**src/rtl/heater_rate_output_scaler_macros.svh**
```systemverilog
// ---------------------------------------------------------------------------
// Heater rate output scaler assertion macros
// Each macro expands to one labeled concurrent assertion that is
// disabled while the asynchronous reset is asserted.
// ---------------------------------------------------------------------------
`ifndef HEATER_RATE_OUTPUT_SCALER_MACROS_SVH
`define HEATER_RATE_OUTPUT_SCALER_MACROS_SVH

// Same-cycle implication: when the condition holds, the consequence holds too.
`define HROS_ASSERT_NOW(label, clk, rst_n, cond, cons, msg) \
    label: assert property (@(posedge clk) disable iff (!rst_n) (cond) |-> (cons)) \
        else $error(msg);

// Next-cycle implication: when the condition holds, the consequence holds in the following cycle.
`define HROS_ASSERT_NEXT(label, clk, rst_n, cond, cons, msg) \
    label: assert property (@(posedge clk) disable iff (!rst_n) (cond) |=> (cons)) \
        else $error(msg);

`endif

```
**src/rtl/hros_pkg.sv**
```systemverilog
// ---------------------------------------------------------------------------
// Heater rate output scaler package
// Shared types, constants and register indexes for the heater rate tracker.
// ---------------------------------------------------------------------------
package hros_pkg;

    // Number of tracked heaters.
    localparam int HEATERS = 4;
    localparam int HIDX_W  = (HEATERS > 1) ? $clog2(HEATERS) : 1;
    localparam int HEXT_W  = (HIDX_W > 2) ? HIDX_W : 2;

    // Command codes.
    localparam logic [1:0] CMD_SAMPLE = 2'd0;
    localparam logic [1:0] CMD_CALC   = 2'd1;
    localparam logic [1:0] CMD_CLEAR  = 2'd2;

    // Configuration register indexes.
    localparam logic [2:0] CFG_STEP_THRESHOLD    = 3'd0;
    localparam logic [2:0] CFG_SETTLE_SECONDS    = 3'd1;
    localparam logic [2:0] CFG_MIN_EXTRA_SECONDS = 3'd2;
    localparam logic [2:0] CFG_MAX_FACTOR        = 3'd3;
    localparam logic [2:0] CFG_SAMPLE_PERIOD_MS  = 3'd4;

    // Configuration reset values.
    localparam logic [9:0]  STEP_THRESHOLD_RST    = 10'd48;
    localparam logic [7:0]  SETTLE_SECONDS_RST    = 8'd10;
    localparam logic [7:0]  MIN_EXTRA_SECONDS_RST = 8'd10;
    localparam logic [15:0] MAX_FACTOR_RST        = 16'd19275;
    localparam logic [15:0] SAMPLE_PERIOD_MS_RST  = 16'd1000;

    // Divider sizing: numerator is threshold * seconds * 2^14.
    localparam int PROD_W    = 26;
    localparam int FRAC_W    = 14;
    localparam int NUM_W     = PROD_W + FRAC_W;
    localparam int DIV_STEPS = NUM_W;
    localparam int CNT_W     = $clog2(DIV_STEPS);

    // Request payload.
    typedef struct packed {
        logic [1:0]  command;
        logic [1:0]  heater;
        logic [12:0] temperature;
        logic [31:0] now_ms;
    } cmd_t;

    // Result payload.
    typedef struct packed {
        logic        sample_taken;
        logic        calc_ok;
        logic        factor_valid;
        logic [15:0] factor;
    } res_t;

    // Per-heater state record held in the state memory.
    typedef struct packed {
        logic [31:0]        next_due_time;
        logic [12:0]        previous_temperature;
        logic [15:0]        second_count;
        logic signed [31:0] rise_sum;
        logic               large_step_seen;
        logic [12:0]        largest_step;
    } rec_t;

    localparam int REC_W = $bits(rec_t);

endpackage

```
**src/rtl/hros_ram.sv**
```systemverilog
// ---------------------------------------------------------------------------
// Generic synchronous RAM
// One write port and one read port; read data is registered.
// ---------------------------------------------------------------------------
module hros_ram #(
    parameter int WIDTH = 8,
    parameter int DEPTH = 4,
    parameter int AW    = (DEPTH > 1) ? $clog2(DEPTH) : 1
) (
    input  logic             clk,
    input  logic             we,
    input  logic [AW-1:0]    waddr,
    input  logic [WIDTH-1:0] wdata,
    input  logic             re,
    input  logic [AW-1:0]    raddr,
    output logic [WIDTH-1:0] rdata
);

    logic [WIDTH-1:0] mem [DEPTH];
    logic [WIDTH-1:0] rdata_reg;

    // Write port.
    always_ff @(posedge clk)
    begin
        if (we)
        begin
            mem[waddr] <= wdata;
        end
    end

    // Registered read port.
    always_ff @(posedge clk)
    begin
        if (re)
        begin
            rdata_reg <= mem[raddr];
        end
    end

    assign rdata = rdata_reg;

endmodule

```
**src/rtl/heater_rate_output_scaler.sv**
```systemverilog
// ---------------------------------------------------------------------------
// Heater rate output scaler
// Tracks per-heater heating rate and turns it into a Q2.14 output factor.
// ---------------------------------------------------------------------------
//  Channel   Signals                              Moves
//  cmd       cmd_valid / cmd_ready / cmd_data     one request (sample, calc, clear)
//  res       res_valid / res_ready / res_data     one result per request
//  cfg       cfg_write / cfg_index / cfg_data     register write, no wait
//
//  A sample, clear or unused request moves from acceptance to the result register
//  through accept and memory read, execute and write back, and result load.
//  A calculate request that produces a factor also passes through an optional multiply
//  step and the 40-step restoring divider, one quotient bit per cycle, before the result load.
//  One request is in flight at a time; the next is taken while a result waits.
//  Reset clears all heater records through per-entry valid bits.
//  A stalled result holds the core in its last state until res_ready frees it.
`include "heater_rate_output_scaler_macros.svh"

module heater_rate_output_scaler (
    input  logic           clk,
    input  logic           rst_n,
    input  logic           cmd_valid,
    output logic           cmd_ready,
    input  hros_pkg::cmd_t cmd_data,
    output logic           res_valid,
    input  logic           res_ready,
    output hros_pkg::res_t res_data,
    input  logic           cfg_write,
    input  logic [2:0]     cfg_index,
    input  logic [15:0]    cfg_data
);

    import hros_pkg::*;

    typedef enum logic [5:0] {
        S_IDLE = 6'b000001,
        S_EXEC = 6'b000010,
        S_MUL  = 6'b000100,
        S_DIV  = 6'b001000,
        S_FIN  = 6'b010000,
        S_EMIT = 6'b100000
    } state_t;

    // Configuration registers.
    logic [9:0]  step_threshold_reg;
    logic [7:0]  settle_seconds_reg;
    logic [7:0]  min_extra_seconds_reg;
    logic [15:0] max_factor_reg;
    logic [15:0] sample_period_ms_reg;

    // Control and datapath registers.
    state_t              state_reg, state_next;
    cmd_t                req_reg, req_next;
    logic [HIDX_W-1:0]   idx_reg, idx_next;
    logic                range_reg, range_next;
    logic                hit_reg, hit_next;
    res_t                res_reg, res_next;
    logic                res_valid_reg, res_valid_next;
    res_t                res_data_reg, res_data_next;
    logic [PROD_W-1:0]   prod_reg, prod_next;
    logic [NUM_W-1:0]    quo_reg, quo_next;
    logic [31:0]         rem_reg, rem_next;
    logic [31:0]         div_reg, div_next;
    logic [CNT_W-1:0]    cnt_reg, cnt_next;
    logic                sat_reg, sat_next;
    logic [HEATERS-1:0]  entry_valid_reg, entry_valid_next;

    // Memory port signals.
    logic                ram_we;
    logic                ram_re;
    logic [REC_W-1:0]    ram_wdata;
    logic [REC_W-1:0]    ram_rdata;
    logic [HIDX_W-1:0]   ram_raddr;

    // Request decode helpers.
    logic [HEXT_W-1:0]   heater_ext;
    logic                in_range;

    // Execute-stage values.
    rec_t                rec;
    rec_t                sample_rec;
    logic signed [13:0]  delta;
    logic signed [13:0]  thr_s;
    logic                delta_lt;
    logic                delta_pos;
    logic                settled;
    logic signed [32:0]  sum_ext;
    logic signed [31:0]  sum_sat;
    logic                gate_ok;
    logic                enough;
    logic [15:0]         secs;
    logic                large_ok;
    logic                avg_ok;

    // Divider step values.
    logic [32:0]         rem_shift;
    logic [32:0]         rem_diff;

    // State memory: one record per heater.
    hros_ram #(
        .WIDTH (REC_W),
        .DEPTH (HEATERS),
        .AW    (HIDX_W)
    ) u_state_ram (
        .clk   (clk),
        .we    (ram_we),
        .waddr (idx_reg),
        .wdata (ram_wdata),
        .re    (ram_re),
        .raddr (ram_raddr),
        .rdata (ram_rdata)
    );

    // Heater index and range check of the incoming request.
    assign heater_ext = HEXT_W'(cmd_data.heater);
    assign ram_raddr  = heater_ext[HIDX_W-1:0];
    assign in_range   = (32'(cmd_data.heater) < 32'(HEATERS));

    // An entry never written since reset reads as all zero.
    assign rec = hit_reg ? rec_t'(ram_rdata) : rec_t'('0);

    // Sample arithmetic on the fetched record.
    always_comb
    begin
        delta     = $signed({1'b0, req_reg.temperature}) -
                    $signed({1'b0, rec.previous_temperature});
        thr_s     = $signed({4'b0, step_threshold_reg});
        delta_lt  = (delta < thr_s);
        delta_pos = (delta > 14'sd0);
        settled   = (rec.second_count > 16'(settle_seconds_reg));
        gate_ok   = (rec.next_due_time <= req_reg.now_ms);

        sum_ext = {rec.rise_sum[31], rec.rise_sum} + {{19{delta[13]}}, delta};
        if (sum_ext[32] != sum_ext[31])
        begin
            sum_sat = sum_ext[32] ? 32'sh8000_0000 : 32'sh7FFF_FFFF;
        end
        else
        begin
            sum_sat = sum_ext[31:0];
        end

        sample_rec                      = rec;
        sample_rec.previous_temperature = req_reg.temperature;
        sample_rec.next_due_time        = req_reg.now_ms + 32'(sample_period_ms_reg);
        if (rec.previous_temperature == 13'd0)
        begin
            sample_rec.rise_sum = 32'sd0;
        end
        else
        begin
            if (settled && (delta_lt || delta_pos))
            begin
                sample_rec.rise_sum = sum_sat;
            end
            if (delta_pos && (rec.second_count != 16'hFFFF))
            begin
                sample_rec.second_count = rec.second_count + 16'd1;
            end
            if (!delta_lt && delta_pos)
            begin
                sample_rec.large_step_seen = 1'b1;
                if (delta[12:0] > rec.largest_step)
                begin
                    sample_rec.largest_step = delta[12:0];
                end
            end
        end
    end

    // Calculate conditions on the fetched record.
    always_comb
    begin
        enough   = (rec.second_count >=
                    (16'(settle_seconds_reg) + 16'(min_extra_seconds_reg)));
        secs     = rec.second_count - 16'(settle_seconds_reg);
        large_ok = rec.large_step_seen && (rec.largest_step != 13'd0);
        avg_ok   = (rec.second_count != 16'd0) && !rec.rise_sum[31] &&
                   (rec.rise_sum != 32'sd0);
    end

    // Restoring divider step.
    assign rem_shift = {rem_reg, quo_reg[NUM_W-1]};
    assign rem_diff  = rem_shift - {1'b0, div_reg};

    // Sequencer: read, execute and write back, optional multiply, divide and factor finish, result load.
    always_comb
    begin
        state_next       = state_reg;
        req_next         = req_reg;
        idx_next         = idx_reg;
        range_next       = range_reg;
        hit_next         = hit_reg;
        res_next         = res_reg;
        res_valid_next   = res_valid_reg;
        res_data_next    = res_data_reg;
        prod_next        = prod_reg;
        quo_next         = quo_reg;
        rem_next         = rem_reg;
        div_next         = div_reg;
        cnt_next         = cnt_reg;
        sat_next         = sat_reg;
        entry_valid_next = entry_valid_reg;
        ram_we           = 1'b0;
        ram_re           = 1'b0;
        ram_wdata        = '0;
        cmd_ready        = (state_reg == S_IDLE);

        // The downstream side takes the waiting result.
        if (res_valid_reg && res_ready)
        begin
            res_valid_next = 1'b0;
        end

        unique case (state_reg)
            S_IDLE:
            begin
                if (cmd_valid)
                begin
                    ram_re     = 1'b1;
                    req_next   = cmd_data;
                    idx_next   = ram_raddr;
                    range_next = in_range;
                    hit_next   = in_range && entry_valid_reg[ram_raddr];
                    state_next = S_EXEC;
                end
            end

            S_EXEC:
            begin
                res_next   = '0;
                state_next = S_EMIT;
                if (range_reg)
                begin
                    case (req_reg.command)
                        CMD_SAMPLE:
                        begin
                            if (gate_ok)
                            begin
                                ram_we                = 1'b1;
                                ram_wdata             = REC_W'(sample_rec);
                                res_next.sample_taken = 1'b1;
                            end
                        end
                        CMD_CALC:
                        begin
                            ram_we = 1'b1;
                            if (enough)
                            begin
                                res_next.calc_ok = 1'b1;
                                if (large_ok)
                                begin
                                    quo_next   = NUM_W'(step_threshold_reg) << FRAC_W;
                                    rem_next   = '0;
                                    div_next   = 32'(rec.largest_step);
                                    cnt_next   = CNT_W'(DIV_STEPS - 1);
                                    sat_next   = 1'b1;
                                    state_next = S_DIV;
                                end
                                else if (avg_ok)
                                begin
                                    prod_next  = PROD_W'(step_threshold_reg) *
                                                 PROD_W'(secs);
                                    div_next   = rec.rise_sum;
                                    sat_next   = 1'b0;
                                    state_next = S_MUL;
                                end
                            end
                        end
                        CMD_CLEAR:
                        begin
                            ram_we = 1'b1;
                        end
                        default:
                        begin
                        end
                    endcase
                end
                if (ram_we)
                begin
                    entry_valid_next[idx_reg] = 1'b1;
                end
            end

            S_MUL:
            begin
                quo_next   = {prod_reg, {FRAC_W{1'b0}}};
                rem_next   = '0;
                cnt_next   = CNT_W'(DIV_STEPS - 1);
                state_next = S_DIV;
            end

            S_DIV:
            begin
                if (!rem_diff[32])
                begin
                    rem_next = rem_diff[31:0];
                    quo_next = {quo_reg[NUM_W-2:0], 1'b1};
                end
                else
                begin
                    rem_next = rem_shift[31:0];
                    quo_next = {quo_reg[NUM_W-2:0], 1'b0};
                end
                if (cnt_reg == '0)
                begin
                    state_next = S_FIN;
                end
                else
                begin
                    cnt_next = cnt_reg - CNT_W'(1);
                end
            end

            S_FIN:
            begin
                res_next.factor_valid = 1'b1;
                if (sat_reg)
                begin
                    res_next.factor = (quo_reg > NUM_W'(16'hFFFF)) ?
                                      16'hFFFF : quo_reg[15:0];
                end
                else
                begin
                    res_next.factor = (quo_reg >= NUM_W'(max_factor_reg)) ?
                                      max_factor_reg : quo_reg[15:0];
                end
                state_next = S_EMIT;
            end

            S_EMIT:
            begin
                if (!res_valid_reg || res_ready)
                begin
                    res_data_next  = res_reg;
                    res_valid_next = 1'b1;
                    state_next     = S_IDLE;
                end
            end

            default:
            begin
                state_next = S_IDLE;
            end
        endcase
    end

    // Control state.
    always_ff @(posedge clk or negedge rst_n)
    begin
        if (!rst_n)
        begin
            state_reg       <= S_IDLE;
            res_valid_reg   <= 1'b0;
            entry_valid_reg <= '0;
        end
        else
        begin
            state_reg       <= state_next;
            res_valid_reg   <= res_valid_next;
            entry_valid_reg <= entry_valid_next;
        end
    end

    // Payload and datapath registers.
    always_ff @(posedge clk)
    begin
        req_reg      <= req_next;
        idx_reg      <= idx_next;
        range_reg    <= range_next;
        hit_reg      <= hit_next;
        res_reg      <= res_next;
        res_data_reg <= res_data_next;
        prod_reg     <= prod_next;
        quo_reg      <= quo_next;
        rem_reg      <= rem_next;
        div_reg      <= div_next;
        cnt_reg      <= cnt_next;
        sat_reg      <= sat_next;
    end

    // Configuration register writes.
    always_ff @(posedge clk or negedge rst_n)
    begin
        if (!rst_n)
        begin
            step_threshold_reg    <= STEP_THRESHOLD_RST;
            settle_seconds_reg    <= SETTLE_SECONDS_RST;
            min_extra_seconds_reg <= MIN_EXTRA_SECONDS_RST;
            max_factor_reg        <= MAX_FACTOR_RST;
            sample_period_ms_reg  <= SAMPLE_PERIOD_MS_RST;
        end
        else if (cfg_write)
        begin
            unique case (cfg_index)
                CFG_STEP_THRESHOLD:    step_threshold_reg    <= cfg_data[9:0];
                CFG_SETTLE_SECONDS:    settle_seconds_reg    <= cfg_data[7:0];
                CFG_MIN_EXTRA_SECONDS: min_extra_seconds_reg <= cfg_data[7:0];
                CFG_MAX_FACTOR:        max_factor_reg        <= cfg_data;
                CFG_SAMPLE_PERIOD_MS:  sample_period_ms_reg  <= cfg_data;
                default:
                begin
                end
            endcase
        end
    end

    assign res_valid = res_valid_reg;
    assign res_data  = res_data_reg;

    // Checks on sequencing, memory interlock, divider and result encoding.
    `HROS_ASSERT_NEXT(a_accept_to_exec, clk, rst_n, cmd_valid && cmd_ready,
        state_reg == S_EXEC, "accepted request did not move to execute")
    `HROS_ASSERT_NOW(a_no_rw_overlap, clk, rst_n, ram_we, !ram_re,
        "state memory read and write in the same cycle")
    `HROS_ASSERT_NOW(a_div_rem_bound, clk, rst_n, state_reg == S_DIV,
        rem_reg < div_reg, "divider remainder not below divisor")
    `HROS_ASSERT_NOW(a_factor_zero, clk, rst_n, res_valid && !res_data.factor_valid,
        res_data.factor == 16'd0, "factor nonzero without factor_valid")

endmodule
```
**config.mk**
```make
export PLATFORM = sky130hd
export DESIGN_NAME = heater_rate_output_scaler
export DESIGN_NICKNAME = d
export VERILOG_FILES = /design/src/rtl/hros_pkg.sv /design/src/rtl/hros_ram.sv /design/src/rtl/heater_rate_output_scaler.sv
export VERILOG_INCLUDE_DIRS = /design/src /design/src/rtl
export SDC_FILE = /design/constraint.sdc
export NUM_CORES = 2
export LEC_CHECK = 0
export CAP_MARGIN = 20
export CORE_UTILIZATION = 34
export DETAILED_ROUTE_END_ITERATION = 10
export DONT_BUFFER_PORTS = 1
export HOLD_SLACK_MARGIN = 0.15
export SETUP_SLACK_MARGIN = 0.15
export SKIP_LAST_GASP = 1
export SLEW_MARGIN = 0
export SYNTH_ARGS = -nofsm -noshare
export SYNTH_HDL_FRONTEND = slang
export SYNTH_SLANG_ARGS = --single-unit
```
**constraint.sdc**
```tcl
create_clock -name clk -period 13.95 [get_ports clk]
set_clock_uncertainty 0.2 [all_clocks]
set_input_delay 1.395 -clock clk [delete_from_list [all_inputs] [get_ports clk]]
set_output_delay 1.395 -clock clk [all_outputs]
set_load 0.01 [all_outputs]
```
* Word-level counts from Yosys, hierarchy flattened *
Memories as Yosys holds them, arrays and structs flattened. A register that Yosys moved wholly into a read port is not among the register bits.
Index checks and enable logic that the tools add are counted.

operators by class
  divide/modulo/power cells = 0
  $lt $le $gt $ge = 11
  eq/ne operators = 21
  bitwise gates (word level) = 2
  reductions and logical operators = 37
  add/sub/neg operators = 8
  multiplexer cells = 59
  multipliers = 1
  shifts and indexed selects = 0

operators by type and width
  cell                     number
  $mux W107                4
  $mux W32                 9
  $mux W40                 3
  $pmux W40 S3             1
  $pmux W32 S3             1
  $mux W16                 5
  $mux W6                  11
  $ge A40 B16 Y1           1
  $gt A40 B16 Y1 const B   1
  $pmux W6 S6              1
  $pmux W17 S2             1
  $add A32 B14 Y33         1
  $sub A33 B32 Y33         1
  $add A32 B16 Y32         1
  $le A32 B32 Y1           1
  $reduce_bool A32 Y1      1
  $mux W14                 2
  $mul A10 B16 Y26         1
  $mux W13                 2
  $pmux W6 S3              1
  $add A16 B1 Y16 const B  1
  $ge A16 B9 Y1            1
  $gt A16 B8 Y1            1
  $ne A16 B16 Y1 const B   1
  45 further kinds         86

word-level totals
  latch bits = 0
  RAM bits = 428
  bits in read-only memories = 0
  flip-flop bits (word level) = 294
  input bits = 73
  memories kept = 1

memory list
  name             depth  bits a word  rd ports  clocked after Yosys merged registers in  wr ports  line            source
  u_state_ram.mem  4      107          1         1                                        1         hros_ram.sv:19  logic [WIDTH-1:0] mem [DEPTH];

* Depth between registers and ports, before layout *
  depth after elaboration = 10
  gate-level depth with buffers = 34

* Cells and area by module *
From an unflattened synthesis, not the netlist that was laid out.

unflattened totals
  cell total of the unflattened synthesis = 3398
  area total of the unflattened synthesis = 44513.9 µm²

by module, submodules not included
  module                     times used  cells an instance  sequential area each (µm²)  area an instance (µm²)
  heater_rate_output_scaler  1           2728               8509.4                      25861.1
  hros_ram                   1           670                16065.4                     18652.9

* Least setup slack after synthesis *
Ideal clock, no wire load.

  kind = flip-flop to flip-flop
  start = register hit_reg
  end = register entry_valid_reg[1]
  data arrival time = 12.068 ns
  buffers on the path = 6
  setup slack = 1.568 ns
  data required time = 13.636 ns
  stages on the path, launching flop included = 18
  clock period less this slack = 12.382 ns
  path through = edfxtp_1 -> buf_2 -> buf_1 -> clkbuf_1 -> buf_1 -> clkbuf_1 -> clkbuf_1 -> and2_1 -> ha_1 -> a2111oi_0 -> o21ai_1 -> o221ai_1 -> o211ai_1 -> nand3_1 -> o211a_2 -> o21ai_0 -> nor3b_1 -> or2_2

between the ends
  longest elaborated chain between the ends = 6

ends and longest elaborated chain
  what                                line                              source
  start, declared                     heater_rate_output_scaler.sv:56   logic hit_reg, hit_next;
  start signal, assigned              heater_rate_output_scaler.sv:371  hit_reg <= hit_next;
  $mux W107                           heater_rate_output_scaler.sv:120  assign rec = hit_reg ? rec_t'(ram_rdata) : rec_t'('0);
  $le A32 B32 Y1                      heater_rate_output_scaler.sv:131  gate_ok = (rec.next_due_time <= req_reg.now_ms);
  $mux W1                             heater_rate_output_scaler.sv:238  if (gate_ok)
  $pmux W1 S2                         heater_rate_output_scaler.sv:235  case (req_reg.command)
  $mux W1                             heater_rate_output_scaler.sv:215  unique case (state_reg)
  $reduce_and A2 Y1 (no source line)  --
  end signal, assigned                heater_rate_output_scaler.sv:361  entry_valid_reg <= entry_valid_next;
  end, declared                       heater_rate_output_scaler.sv:66   logic [HEATERS-1:0] entry_valid_reg, entry_valid_next;

No other way between the ends. The select of a mux whose other input is x is not followed.
A chain may end at the register's enable or synchronous reset.

* Worst setup path after layout *
  start = register hit_reg
  end = register prod_reg[25] (data pin)

between the ends
  longest elaborated chain between the ends = 3

ends and longest elaborated chain
  what                  line                              source
  $mux W107             heater_rate_output_scaler.sv:120
  $sub A16 B8 Y16       heater_rate_output_scaler.sv:176  secs = rec.second_count - 16'(settle_seconds_reg);
  $mul A10 B16 Y26      heater_rate_output_scaler.sv:262  prod_next = PROD_W'(step_threshold_reg) *
  end signal, assigned  heater_rate_output_scaler.sv:374  prod_reg <= prod_next;
  end, declared         heater_rate_output_scaler.sv:60   logic [PROD_W-1:0] prod_reg, prod_next;

No other way between the ends.

==> out/results.ini <==
[logic_synthesis]
yosysUniqueCellTypes=105
yosys_warnings=0
synth_top_area_share=0.514
synth_compound_area_frac=0.0886
ys_async_sr_fraction=0.0832
synth_seq_cells=829
synth.yosys.seq_area_share=0.553
synth.area.top_cells=edfxtp_1, ha_1, mux4_2, fa_1, dfrtp_1
synth-adder-area-share=0.124
syn-num-nets=3824
yosys.area.top_type=edfxtp_1
synth-edff-count=760
synth_mux_area_frac=0.0723
syn_area_um2=44400
synth_simple_gate_area_share=0.101
syn_avg_cell_area_um2=13.1
synth_top_family_by_area=adder cells
yosys_most_used_dff=edfxtp_1
synth_xor_area_frac=0.0270
syn-instance-count=3382

[setup_path]
cp_max_fo=58
setup.worst_path.start_class=register
crit_type=register to register
crit_top_cell=fa_1
crit_buf_inv=5
cp-end-kind=register
critPathTopFamily=adder cells
slowest_stage=xnor2_1
max_stage_delay_ps=740
crit_arrival_ps=9020
cp.required_ps=14140

[clocking]
htreeDepth=3
cts_hold_buf=0
clkSlewWorstSetupHoldPaths_ps=60
clock_sinks=829
cts-buffers-inserted=89
clock_latency_ps=670
cts_tree=yes
cts_resized=0
cts_root_buf=clkbuf_16
cts_buffer_depth=3
post-cts-setup-buffer-count=0

[timing]
hold_violations=0
tightest_slew_ps=1080
finalCritPeriodShare=0.633
fin_tns_setup_ps=0
max_freq_mhz=113
finalSetupViolCount=0
period_minus_slack_ps=8830
holdWs_ps=219
rsz0062_at_grt=false
finalMaxSlewViolations=0
final.setup.worst_slack_ps=5120
relSlewSlack=0.279

[routing]
drc=0
dr.pass1.iters=6
ant_nets=0
vias=27000
drtIter0Drc=2023
vias_per_cell=5.17
avgRoutedWirePerCell_um=19.5
finalWirelength_um=102000

[final_layout]
multi_input_area_um2=18400
diodes=0
area_delta_synth_final_pct=11.2
regArea_um2=24600
largest_reg_flops=428
fillers=12300
drive_above_1_share=0.121
final_cell_area_um2=49400
final_nets=3843

[run]
max_cap_violations=0

[floorplan]
die_x_um=363
die_y_um=363
rows=132
start_util=0.343
ioPinCount=94
dieArea_um2=132000
coreArea_um2=129000

[place]
gp_congestion=0.880
post_dp_cell_area_um2=46500
post-place-ws_ps=5180
dpl.hpwl_um=69400
port_buffers=0

[global_routing]
grt_first_pass_wirelength_um=157000
antenna_found_initial=2
grt-ovfl-total=0
grt_pass1_vias=26700
grt_start_max_net_pins=110
grt.total_usage=0.152

[run_status]
status=complete, no violations

[worst_hold_path]
hp-class=register to register

==> stage by stage <==
stage,cells,utilization
after global placement,5051,0.359
final,5215,0.381
after detailed placement,5052,0.359
after global routing,5215,0.381
after CTS,5215,0.381
after floorplan,3382,-
==> path summary, 6_finish.rpt <==
path / start / to / slack [ps] / cells past startpoint
worst max register to register: hit_reg / prod_reg[25] / 5120 / 28
min in group asynchronous: rst_n / sample_period_ms_reg[4] / 230 / 0
max in group asynchronous: rst_n / step_threshold_reg[5] / 13090 / 0
worst max-delay path: hit_reg / prod_reg[25] / 5120 / 28
worst min register to register: res_reg[15] / res_data[15] / 220 / 0
worst min-delay path: res_reg[15] / res_data[15] / 220 / 0
==> metal layers <==
metal,global-route usage,part of all wire,vias up
met2,0.239,0.45,642
met3,0.0228,0.052,139
met1,0.220,0.47,13600
li1,-,-,12600
met5,0,0,-
met4,0.0393,0.021,0
==> layout by cell type, fill, tap and decap left out, types with 13 or more instances in the layout <==
cell type	netlist	layout
edfxtp_1	760	760
inv_1	272	272
ha_1	253	253
nand2_1	231	230
nor2_1	212	212
a21oi_1	159	158
and2_1	130	129
fa_1	116	116
mux4_2	108	108
xnor2_1	95	95
clkbuf_16	0	92
o21ai_0	92	91
a21o_1	79	79
nor3_1	57	52
dfrtp_1	48	48
mux2_2	45	45
nand3_1	43	43
xor2_1	42	42
buf_4	5	42
nand4_1	35	35
nand2b_1	32	32
and3_1	30	30
o22ai_1	30	30
nor4_1	27	27
mux2i_1	26	26
clkbuf_1	80	26
o21a_1	25	25
a211oi_1	22	22
dfstp_2	21	21
a31oi_1	17	17
nor2b_1	18	17
a22o_1	16	16
o221a_2	16	16
a221o_1	15	15
or3_1	14	14
clkinv_1	0	14
o21bai_1	13	13
or2_2	13	13
clkinv_2	0	13
==> kinds of logic (layout without fill, tap and decap cells) <==
family	Yosys count	in the layout
flops	829	829
xor+xnor	137	137
buf+inv	388	479
fa+ha+maj	371	371
mux	180	180
simple gates	892	892
compound gates	585	585
==> Yosys cell counts (all sizes together) (7+ instances only) <==
cell type and number:
inv 273, o21a 25, dfrtp 48, fa 116, xnor2 95, a221o 15, nand4 35, and3 31
o31ai 8, a21o 80, edfxtp 760, or2 14, a31oi 17, mux4 108, mux2 46, a21oi 164
o22ai 30, or3 15, nand3 44, ha 253, a22o 16, nor4 28, and4 9, a2111oi 7
o21ai 104, nor2b 18, nor3 58, nor2 212, a211oi 25, dfstp 21, a31o 7, nand2 232
o221a 16, mux2i 26, o21bai 13, buf 32, and2 131, clkbuf 82, nor3b 8, or4 7
nand2b 32, o211ai 12, xor2 42
==> layout make-up <==
type,count,share of cell area
clock buffers,120,0.0491
inverters,273,0.0207
multi-input cells,2165,0.373
flip-flops and latches,829,0.498
clock inverters,43,0.00844
well taps,1742,0.0441
repair buffers,43,0.00661
Power is not shown: default switching activity piles up to over one toggle a cycle in this logic, so the estimate is an artifact.
